File: config.mk
export PLATFORM = sky130hd
export DESIGN_NAME = beam_search_topk_step_core
export DESIGN_NICKNAME = d
export VERILOG_FILES = /design/src/bsts_pkg.sv /design/src/bsts_cell.sv /design/src/beam_search_topk_step_core.sv
export VERILOG_INCLUDE_DIRS = /design/src /design/src/src
export SDC_FILE = /design/constraint.sdc
export NUM_CORES = 2
export LEC_CHECK = 0
export BUFFER_PORTS_ARGS = -buffer_cell sky130_fd_sc_hd__clkbuf_2
export CELL_PAD_IN_SITES_DETAIL_PLACEMENT = 1
export CELL_PAD_IN_SITES_GLOBAL_PLACEMENT = 2
export CORE_MARGIN = 2
export CORE_UTILIZATION = 35
export DETAILED_ROUTE_END_ITERATION = 8
export PLACE_DENSITY_LB_ADDON = 0.2
export SYNTH_ARGS = -nofsm -noshare
export SYNTH_HDL_FRONTEND = slang
export SYNTH_SLANG_ARGS = --single-unit
File: constraint.sdc
create_clock -name clk -period 19.4 [get_ports clk]
set_input_delay 0.97 -clock clk [delete_from_list [all_inputs] [get_ports clk]]
set_output_delay 0.97 -clock clk [all_outputs]
set_load 0.03 [all_outputs]
File: src/assert_macros.svh
// Assertion macros used by the top-level RTL file of the beam-search top-k block.
`ifndef ASSERT_MACROS_SVH
`define ASSERT_MACROS_SVH

// Check a property on every rising edge, skipped while reset is held.
`define ASSERT_RST(label, clk, rst_n, prop, msg) \
  label: assert property (@(posedge clk) disable iff (!rst_n) prop) else $error(msg);

// Check a property on every rising edge, reset included.
`define ASSERT_ALWAYS(label, clk, prop, msg) \
  label: assert property (@(posedge clk) prop) else $error(msg);

`endif

File: src/bsts_pkg.sv
// Shared constants, types and helpers of the beam-search top-k block.
package bsts_pkg;

  // Port field widths
  localparam int SCORE_FW = 32;
  localparam int TOKEN_FW = 24;
  localparam int IDX_W    = 6;
  localparam int PARENT_W = 3;
  localparam int IN_DW    = 88;
  localparam int OUT_DW   = 72;

  // Configuration register
  localparam int CFG_W            = 4;
  localparam int APB_AW           = 3;
  localparam int APB_DW           = 32;
  localparam logic [CFG_W-1:0] BEAM_WIDTH_RESET = 4'd4;
  localparam logic REG_BEAM_WIDTH = 1'b0;

  // Parameter defaults
  localparam int MAX_BEAM_DEF   = 8;
  localparam int SCORE_BITS_DEF = 32;
  localparam int TOKEN_BITS_DEF = 24;

  // Per-cell control
  typedef struct packed {
    logic ins;         // sorted insert of the broadcast entry
    logic wr_sel;      // direct write of the broadcast entry
    logic shift_down;  // take the upper neighbor during drain
    logic clear;       // end of group
    logic in_range;    // cell lies below the current width
    logic upper_ok;    // upper neighbor lies below the current width
  } cell_ctrl_t;

  // Parent beam = idx / w for w in 1..8 and idx < 8*w, by scaled reciprocal
  function automatic logic [PARENT_W-1:0] parent_of(logic [IDX_W-1:0] idx,
                                                    logic [CFG_W-1:0] w);
    logic [10:0] recip;
    logic [16:0] prod;
    unique case (w)
      4'd2:    recip = 11'd512;
      4'd3:    recip = 11'd342;
      4'd4:    recip = 11'd256;
      4'd5:    recip = 11'd205;
      4'd6:    recip = 11'd171;
      4'd7:    recip = 11'd147;
      4'd8:    recip = 11'd128;
      default: recip = 11'd1024;
    endcase
    prod = 17'(idx) * 17'(recip);
    return prod[10 +: PARENT_W];
  endfunction

endpackage

File: src/bsts_cell.sv
// One slot of the sorted insertion chain: holds one kept candidate.
module bsts_cell
  import bsts_pkg::*;
#(
  parameter int SCORE_BITS = SCORE_BITS_DEF,
  parameter int TOKEN_BITS = TOKEN_BITS_DEF
) (
  input  logic                         clk,
  input  logic                         rst_n,
  input  cell_ctrl_t                   ctrl,
  // broadcast candidate
  input  logic signed [SCORE_BITS-1:0] new_score,
  input  logic        [TOKEN_BITS-1:0] new_token,
  input  logic        [IDX_W-1:0]      new_index,
  // lower neighbor (better rank)
  input  logic                         prev_hit,
  input  logic signed [SCORE_BITS-1:0] lo_score,
  input  logic        [TOKEN_BITS-1:0] lo_token,
  input  logic        [IDX_W-1:0]      lo_index,
  input  logic                         lo_valid,
  // upper neighbor (worse rank)
  input  logic signed [SCORE_BITS-1:0] up_score,
  input  logic        [TOKEN_BITS-1:0] up_token,
  input  logic        [IDX_W-1:0]      up_index,
  input  logic                         up_valid,
  // contents and compare result
  output logic                         hit,
  output logic signed [SCORE_BITS-1:0] q_score,
  output logic        [TOKEN_BITS-1:0] q_token,
  output logic        [IDX_W-1:0]      q_index,
  output logic                         q_valid
);

  logic signed [SCORE_BITS-1:0] score_r;
  logic        [TOKEN_BITS-1:0] token_r;
  logic        [IDX_W-1:0]      index_r;
  logic                         valid_r;
  logic                         own_hit;
  logic                         take_new;
  logic                         take_lo;

  // New entry beats this slot; ties stay with the older entry
  assign own_hit  = ctrl.ins && ctrl.in_range && (!valid_r || (new_score > score_r));
  // Carry the insert point upward: every in-range slot above the first hit shifts
  assign hit      = prev_hit || own_hit;
  assign take_new = ctrl.wr_sel || (own_hit && !prev_hit);
  assign take_lo  = ctrl.ins && ctrl.in_range && prev_hit;

  // Valid flag
  always_ff @(posedge clk) begin
    if (!rst_n) begin
      valid_r <= 1'b0;
    end else begin
      priority if (ctrl.clear) begin
        valid_r <= 1'b0;
      end else if (ctrl.shift_down) begin
        valid_r <= up_valid && ctrl.upper_ok;
      end else if (take_new) begin
        valid_r <= 1'b1;
      end else if (take_lo) begin
        valid_r <= lo_valid;
      end
    end
  end

  // Payload
  always_ff @(posedge clk) begin
    priority if (ctrl.shift_down) begin
      score_r <= up_score;
      token_r <= up_token;
      index_r <= up_index;
    end else if (take_new) begin
      score_r <= new_score;
      token_r <= new_token;
      index_r <= new_index;
    end else if (take_lo) begin
      score_r <= lo_score;
      token_r <= lo_token;
      index_r <= lo_index;
    end
  end

  assign q_score = score_r;
  assign q_token = token_r;
  assign q_index = index_r;
  assign q_valid = valid_r;

endmodule

File: src/beam_search_topk_step_core.sv
// Top level of the beam-search top-k step: counters, cell chain, drain and output register.
//
// Usage: candidates of one request group stream in on in_* beam-major, one
// item per cycle while in_tready is high (source beam score and candidate
// score in Q16.16, token); in_tuser carries the first-step flag and in_tlast
// marks the final candidate. Outside first-step mode each candidate is
// compared against every slot of the kept chain at once and takes its place,
// so input runs at one item per cycle. After the final candidate the input
// stalls while the chain drains: slot 0 moves to the output register and the
// chain shifts down one slot per cycle while that register is free, giving
// one result per cycle (best first outside first-step mode, out_tlast on the
// last one). The first result is loaded in the drain state once the output
// register is free; a stalled output register holds the chain, and the drain
// ends with no result when nothing was kept. The next group may start while
// the last result still waits. Reset clears the kept slots, counters and
// output valid and sets the width register to 4. The width register must be
// written over the APB port between items only; the block does not check it.
`include "assert_macros.svh"

module beam_search_topk_step_core
  import bsts_pkg::*;
#(
  parameter int MAX_BEAM   = MAX_BEAM_DEF,
  parameter int SCORE_BITS = SCORE_BITS_DEF,
  parameter int TOKEN_BITS = TOKEN_BITS_DEF
) (
  input  logic              clk,
  input  logic              rst_n,
  // candidate input
  input  logic              in_tvalid,
  output logic              in_tready,
  input  logic [IN_DW-1:0]  in_tdata,   // source_score[31:0], cand_score[63:32], token_in[87:64]
  input  logic              in_tuser,   // first_step
  input  logic              in_tlast,   // last_candidate
  // result output
  output logic              out_tvalid,
  input  logic              out_tready,
  output logic [OUT_DW-1:0] out_tdata,  // new_score[31:0], token_out[55:32],
                                        // flat_index[61:56], origin_beam[64:62], zero pad
  output logic              out_tlast,  // last_result
  // configuration
  input  logic              psel,
  input  logic              penable,
  input  logic              pwrite,
  input  logic [APB_AW-1:0] paddr,
  input  logic [APB_DW-1:0] pwdata,
  output logic [APB_DW-1:0] prdata,
  output logic              pready
);

  localparam int CNT_W = (MAX_BEAM > 1) ? $clog2(MAX_BEAM) : 1;

  localparam logic ST_ACCEPT = 1'b0;
  localparam logic ST_DRAIN  = 1'b1;

  logic              state_r, state_nxt;
  logic [CFG_W-1:0]  width_r;
  logic [CFG_W-1:0]  eff_w;
  logic [CNT_W-1:0]  beam_r, pos_r;
  logic              full_r;
  logic              gfirst_r;
  logic              out_tvalid_r;
  logic [OUT_DW-1:0] out_tdata_r;
  logic              out_tlast_r;

  logic                         in_acc;
  logic                         starting;
  logic                         gmode;
  logic                         do_keep;
  logic [CFG_W-1:0]             beam_w, pos_w, pos_inc, beam_inc;
  logic [IDX_W:0]               flat_full;
  logic [IDX_W-1:0]             flat_idx;
  logic signed [SCORE_BITS-1:0] src_s, cand_s, new_s;
  logic signed [SCORE_BITS:0]   sum_s;
  logic [TOKEN_BITS-1:0]        tok_in;
  logic                         drain_ld, is_last, drain_end;

  logic signed [SCORE_BITS-1:0] c_score [MAX_BEAM];
  logic        [TOKEN_BITS-1:0] c_token [MAX_BEAM];
  logic        [IDX_W-1:0]      c_index [MAX_BEAM];
  logic        [MAX_BEAM-1:0]   c_valid;
  logic        [MAX_BEAM-1:0]   c_hit;
  logic        [MAX_BEAM-1:0]   c_upv;
  cell_ctrl_t                   c_ctrl  [MAX_BEAM];

  // Configuration port
  assign pready = 1'b1;
  assign prdata = (paddr[APB_AW-1] == REG_BEAM_WIDTH) ? APB_DW'(width_r) : '0;

  always_ff @(posedge clk) begin
    if (!rst_n) begin
      width_r <= BEAM_WIDTH_RESET;
    end else if (psel && penable && pwrite && pready && (paddr[APB_AW-1] == REG_BEAM_WIDTH)) begin
      width_r <= pwdata[CFG_W-1:0];
    end
  end

  // Clamp width into 1..MAX_BEAM
  always_comb begin
    if (width_r == '0) begin
      eff_w = CFG_W'(1);
    end else if (width_r > CFG_W'(MAX_BEAM)) begin
      eff_w = CFG_W'(MAX_BEAM);
    end else begin
      eff_w = width_r;
    end
  end

  // Candidate decode and saturating add
  assign src_s  = SCORE_BITS'(in_tdata[SCORE_FW-1:0]);
  assign cand_s = SCORE_BITS'(in_tdata[2*SCORE_FW-1:SCORE_FW]);
  assign tok_in = TOKEN_BITS'(in_tdata[2*SCORE_FW+TOKEN_FW-1:2*SCORE_FW]);
  assign sum_s  = {src_s[SCORE_BITS-1], src_s} + {cand_s[SCORE_BITS-1], cand_s};

  always_comb begin
    if (sum_s[SCORE_BITS] != sum_s[SCORE_BITS-1]) begin
      new_s = sum_s[SCORE_BITS] ? {1'b1, {(SCORE_BITS-1){1'b0}}}
                                : {1'b0, {(SCORE_BITS-1){1'b1}}};
    end else begin
      new_s = sum_s[SCORE_BITS-1:0];
    end
  end

  // Group position and mode
  assign in_tready = (state_r == ST_ACCEPT);
  assign in_acc    = in_tvalid && in_tready;
  assign starting  = (beam_r == '0) && (pos_r == '0) && !full_r;
  assign gmode     = starting ? in_tuser : gfirst_r;
  assign beam_w    = CFG_W'(beam_r);
  assign pos_w     = CFG_W'(pos_r);
  assign pos_inc   = pos_w + CFG_W'(1);
  assign beam_inc  = beam_w + CFG_W'(1);
  assign do_keep   = in_acc && !full_r && (beam_w < eff_w) && (pos_w < eff_w);
  assign flat_full = (IDX_W+1)'(beam_w) * (IDX_W+1)'(eff_w) + (IDX_W+1)'(pos_w);
  assign flat_idx  = flat_full[IDX_W-1:0];

  // Drain control
  assign drain_ld  = (state_r == ST_DRAIN) && c_valid[0] && (!out_tvalid_r || out_tready);
  assign is_last   = !c_upv[0];
  assign drain_end = (state_r == ST_DRAIN) && (!c_valid[0] || (drain_ld && is_last));

  always_comb begin
    state_nxt = state_r;
    unique case (state_r)
      ST_ACCEPT: if (in_acc && in_tlast) state_nxt = ST_DRAIN;
      ST_DRAIN:  if (drain_end) state_nxt = ST_ACCEPT;
      default:   state_nxt = ST_ACCEPT;
    endcase
  end

  // Counters and group mode; advance per accepted item until full, clear at group end
  always_ff @(posedge clk) begin
    if (!rst_n) begin
      state_r  <= ST_ACCEPT;
      beam_r   <= '0;
      pos_r    <= '0;
      full_r   <= 1'b0;
      gfirst_r <= 1'b0;
    end else begin
      state_r <= state_nxt;
      if (drain_end) begin
        beam_r   <= '0;
        pos_r    <= '0;
        full_r   <= 1'b0;
        gfirst_r <= 1'b0;
      end else if (in_acc) begin
        if (starting) gfirst_r <= in_tuser;
        if (!full_r) begin
          if (pos_inc >= eff_w) begin
            pos_r <= '0;
            if (beam_inc >= eff_w) begin
              beam_r <= '0;
              full_r <= 1'b1;
            end else begin
              beam_r <= beam_r + CNT_W'(1);
            end
          end else begin
            pos_r <= pos_r + CNT_W'(1);
          end
        end
      end
    end
  end

  // Cell chain
  for (genvar j = 0; j < MAX_BEAM; j++) begin : g_cell
    logic signed [SCORE_BITS-1:0] lo_score, up_score;
    logic        [TOKEN_BITS-1:0] lo_token, up_token;
    logic        [IDX_W-1:0]      lo_index, up_index;
    logic                         lo_valid, up_valid, lo_hit;

    if (j == 0) begin : g_lo_edge
      assign lo_score = '0;
      assign lo_token = '0;
      assign lo_index = '0;
      assign lo_valid = 1'b0;
      assign lo_hit   = 1'b0;
    end else begin : g_lo
      assign lo_score = c_score[j-1];
      assign lo_token = c_token[j-1];
      assign lo_index = c_index[j-1];
      assign lo_valid = c_valid[j-1];
      assign lo_hit   = c_hit[j-1];
    end

    if (j == MAX_BEAM-1) begin : g_up_edge
      assign up_score = '0;
      assign up_token = '0;
      assign up_index = '0;
      assign up_valid = 1'b0;
    end else begin : g_up
      assign up_score = c_score[j+1];
      assign up_token = c_token[j+1];
      assign up_index = c_index[j+1];
      assign up_valid = c_valid[j+1];
    end

    always_comb begin
      c_ctrl[j].ins        = do_keep && !gmode;
      c_ctrl[j].wr_sel     = do_keep && gmode && (beam_r == '0) && (pos_w == CFG_W'(j));
      c_ctrl[j].shift_down = drain_ld;
      c_ctrl[j].clear      = drain_end;
      c_ctrl[j].in_range   = CFG_W'(j) < eff_w;
      c_ctrl[j].upper_ok   = CFG_W'(j + 1) < eff_w;
    end

    assign c_upv[j] = up_valid && c_ctrl[j].upper_ok;

    bsts_cell #(
      .SCORE_BITS (SCORE_BITS),
      .TOKEN_BITS (TOKEN_BITS)
    ) u_cell (
      .clk       (clk),
      .rst_n     (rst_n),
      .ctrl      (c_ctrl[j]),
      .new_score (gmode ? cand_s : new_s),
      .new_token (tok_in),
      .new_index (flat_idx),
      .prev_hit  (lo_hit),
      .lo_score  (lo_score),
      .lo_token  (lo_token),
      .lo_index  (lo_index),
      .lo_valid  (lo_valid),
      .up_score  (up_score),
      .up_token  (up_token),
      .up_index  (up_index),
      .up_valid  (up_valid),
      .hit       (c_hit[j]),
      .q_score   (c_score[j]),
      .q_token   (c_token[j]),
      .q_index   (c_index[j]),
      .q_valid   (c_valid[j])
    );
  end

  // Output register; load slot 0 when free, hold while stalled
  always_ff @(posedge clk) begin
    if (!rst_n) begin
      out_tvalid_r <= 1'b0;
    end else if (drain_ld) begin
      out_tvalid_r <= 1'b1;
    end else if (out_tready) begin
      out_tvalid_r <= 1'b0;
    end
  end

  always_ff @(posedge clk) begin
    if (drain_ld) begin
      out_tdata_r <= {(OUT_DW-SCORE_FW-TOKEN_FW-IDX_W-PARENT_W)'(0),
                      parent_of(c_index[0], eff_w),
                      c_index[0],
                      TOKEN_FW'($unsigned(c_token[0])),
                      SCORE_FW'($unsigned(c_score[0]))};
      out_tlast_r <= is_last;
    end
  end

  assign out_tvalid = out_tvalid_r;
  assign out_tdata  = out_tdata_r;
  assign out_tlast  = out_tlast_r;

  // Checks
  `ASSERT_RST(a_prefix_valid, clk, rst_n,
    (state_r == ST_ACCEPT) |-> ((c_valid & (c_valid + 1'b1)) == '0),
    "kept slots are not a contiguous prefix")

  `ASSERT_RST(a_last_ends_drain, clk, rst_n,
    (drain_ld && is_last) |=> (state_r == ST_ACCEPT),
    "drain did not end after the last result")

  `ASSERT_RST(a_group_cleared, clk, rst_n,
    ((state_r == ST_ACCEPT) && ($past(state_r) == ST_DRAIN)) |->
      ((c_valid == '0) && (beam_r == '0) && (pos_r == '0) && !full_r),
    "group state not cleared after drain")

  `ASSERT_ALWAYS(a_reset_idle, clk,
    !rst_n |=> (!out_tvalid && in_tready),
    "block not idle after reset")

endmodule
==> flow_metrics.tcl <==
set metrics [dict create \
    worst_clock_skew_ns 0.07237 \
    arrival_ns 11.25 \
    nNetsFinal 4521 \
    path_max_fanout 46 \
    max_stage_delay_ns 0.83 \
    fillers 12270 \
    required_ns 19.70 \
    hp-class "register to register" \
    rows 121 \
    grt_max_degree 174 \
    fmax_mhz 91.33 \
    ir_worst_vdd_uv 66.29 \
    outcome "completed" \
    grt.overflow.total 0 \
    synth.area.top_cells "edfxtp_1 (39%), ha_1 (11%), mux2i_1 (7.4%)" \
    rsz0062_at_grt "false" \
    h-tree-depth 3 \
    grt_pass1_vias 30970 \
    io_buffers 173 \
    power-per-cell-area_nw_per_um2 110.8 \
    place_hpwl_um 84490 \
    finalHoldViolations 0 \
    yosysMostFrequentCell "nand2_1" \
    end_kind "register" \
    coreArea_sq_um 108400 \
    clock_latency_ns 0.68 \
    worst_slack_ns 8.450 \
    drv_slew 0 \
    die_x_um 334 \
    synth_cells 3918 \
    crit_slowest_cell "o31ai_1" \
    design_area_sq_um 42960 \
    clk_pin_slew_ns 0.06 \
    clockBufferDepth 3 \
    post-route-period-util_pct 56.44 \
    tightest_slew_ns 1.195 \
    drtIter0Drc 1795 \
    yosysTopAreaCell "edfxtp_1" \
    die-height_um 334 \
    gp_congestion 0.8029 \
    antenna_found_initial 0 \
    drive_gt1_share_pct 9.860 \
    drc 0 \
    crit_type "input pin to register" \
    yosys_register_bits 584 \
    synth_common_cells "nand2_1 (655), edfxtp_1 (500), ha_1 (338)" \
    multi_input_area_sq_um 19200 \
    postCtsHoldBufs 0 \
    crit_top_cell "buf_4" \
    grt_usage_pct 22.40 \
    utilization_pct 39.63 \
    avgSynthCellArea_sq_um 9.728 \
    die_area_sq_um 111600 \
    vias 29810 \
    synth_cell_types 86 \
    drt-pass1-iter-count 7 \
    numCtsBuffers 74 \
    synthToLayoutAreaGrowth_pct 12.71 \
    max-cap-violations 0 \
    synth-main-ff-cell "edfxtp_1" \
    clkSinkCount 584 \
    dp_slack_ns 7.774 \
    relSlewSlack_pct 19.57 \
    start_util_pct 35.16 \
    ys_seq_area_share_pct 43.80 \
    ios 240 \
    yosys_warnings 0 \
    wire_per_inst_um 22.81 \
    setup_tns_ns 0 \
    cts_tree "yes" \
    start_kind "input pin" \
    async_reset_ff_share_pct 0 \
    root_buffer "clkbuf_16" \
    via_per_inst 5.429 \
    power_mw 4.759 \
    cp_num_buf_inv 6 \
    cts_setup_buffers 0 \
    p_leak_nw 18.23 \
    regArea_sq_um 16700 \
    synth_top_area_share_pct 39.39 \
    grt_pass1_wl_um 192400 \
    period_needed_ns 10.95 \
    setup_viol 0 \
    cts_resized 0 \
    synth_edf_count 500 \
    synthesis.area_sq_um 38120 \
    ant_nets 0 \
    dpl_cell_area_sq_um 40340 \
    crit_family "compound AO/OA/AOI/OAI gates" \
    wl_um 125200 \
]
[final timing paths]
check	from	end	slack [ns]	cells past startpoint
setup / recovery	in_tdata[35]	g_cell[6].u_cell.q_token[0]$_DFFE_PP_	8.45	31
hold / removal	g_cell[7].u_cell.q_token[3]$_SDFFE_PP0P_	g_cell[7].u_cell.q_token[3]$_SDFFE_PP0P_	0.44	2
setup reg to reg	beam_r[0]$_SDFFE_PP0P_	g_cell[6].u_cell.q_token[0]$_DFFE_PP_	10.30	22
hold reg to reg	g_cell[7].u_cell.q_token[3]$_SDFFE_PP0P_	g_cell[7].u_cell.q_token[3]$_SDFFE_PP0P_	0.44	2
[registers in the layout, summed over array words and instances (netlist names)]
signal / cells
out_tvalid: 1
g_cell.u_cell.q_valid: 8
gfirst_r: 1
out_tdata: 65
pos_r: 3
g_cell.u_cell.q_token: 192
g_cell.u_cell.q_index: 48
state_r: 1
width_r: 4
g_cell.u_cell.q_score: 256
out_tlast: 1
beam_r: 3
full_r: 1
[final cells by class]
cell class,count,area share [%]
Sequential cell,584,38.86
Antenna cell,1,0.005825
Multi-Input combinational cell,2779,44.70
Tap cell,1414,4.118
Clock buffer,88,4.503
Inverter,331,2.910
Timing Repair Buffer,245,3.303
Clock inverter,50,1.593
[power breakdown]
part	leakage [nW]	total [mW]	switching (mW)	internal, mW
Combinational	11.7	1.51	0.978	0.528
Sequential	5.29	1.75	0.122	1.63
Clock	1.27	1.50	0.609	0.895
[worst register-to-register path, stage by stage (launching register included)]
cell     delay (ns)
dfxtp_1        0.54
inv_1          0.15
ha_1           0.21
nor2b_1        0.15
nand3_1        0.20
mux2i_4        0.24
buf_4          0.38
nand3_1        0.17
buf_4          0.24
o22ai_1        0.75
inv_1          0.54
ha_1           0.44
nand4_1        0.27
nor4_1         0.15
a22oi_1        0.41
nand3_1        0.53
o31ai_1        0.83
a211o_2        0.39
nand3_2        0.14
o21ai_4        0.15
buf_4          0.62
or3_4          0.57
buf_4          0.67
[per-layer routing]
| metal | GRT usage (%) | vias up | part of all wire, % | wire length (um) |
|---|---|---|---|---|
| met3 | 3.079 | 151 | 3.6 | 4534 |
| met2 | 36.98 | 468 | 47 | 58520 |
| met1 | 30.53 | 14920 | 47 | 58580 |
| li1 | - | 14280 | - | - |
| met5 | 0 | - | 0 | 0 |
| met4 | 6.536 | 0 | 2.9 | 3614 |
[cell families after synthesis]
group / after synthesis / synth area share [%]
AOI/OAI and AO/OA: 881 / 14.63
buffers and inverters: 589 / 6.601
adders and majority gates: 374 / 12.99
muxes: 285 / 7.501
and+or+nand+nor: 1159 / 13.45
DFF: 584 / 43.80
other: 2 / 0.01970
xor gates and xnor gates: 44 / 1.011
[metrics by stage]
stage | std cells | hold slack, ns
after floorplan | 3952 | 0.4146
after global placement | 5353 | 0.4238
after detailed placement | 5353 | 0.4299
after CTS | 5491 | 0.4392
after global routing | 5491 | 0.4538
final | 5492 | 0.4387
[placed cells by master, fill, tap and decap left out, drive strengths merged, types with 14 or more instances in the layout]
cell / Yosys / layout
nand2: 655 / 655
edfxtp: 500 / 500
o21ai: 350 / 350
ha: 338 / 338
inv: 331 / 332
mux2i: 280 / 280
clkbuf: 153 / 261
a21oi: 160 / 160
nor2: 141 / 141
nand3: 132 / 132
dfxtp: 84 / 84
buf: 105 / 72
a22oi: 64 / 64
a21o: 51 / 51
nand4: 47 / 47
o211ai: 47 / 47
nor3: 45 / 45
fa: 36 / 36
conb: 2 / 36
o221ai: 33 / 33
clkinv: 0 / 32
and2: 27 / 27
nor2b: 25 / 25
a221o: 23 / 23
xnor2: 23 / 23
and3: 22 / 22
xor2: 21 / 21
a211oi: 20 / 20
o22a: 17 / 17
nand2b: 14 / 14
Note: power is estimated with default switching activity, not from simulation.
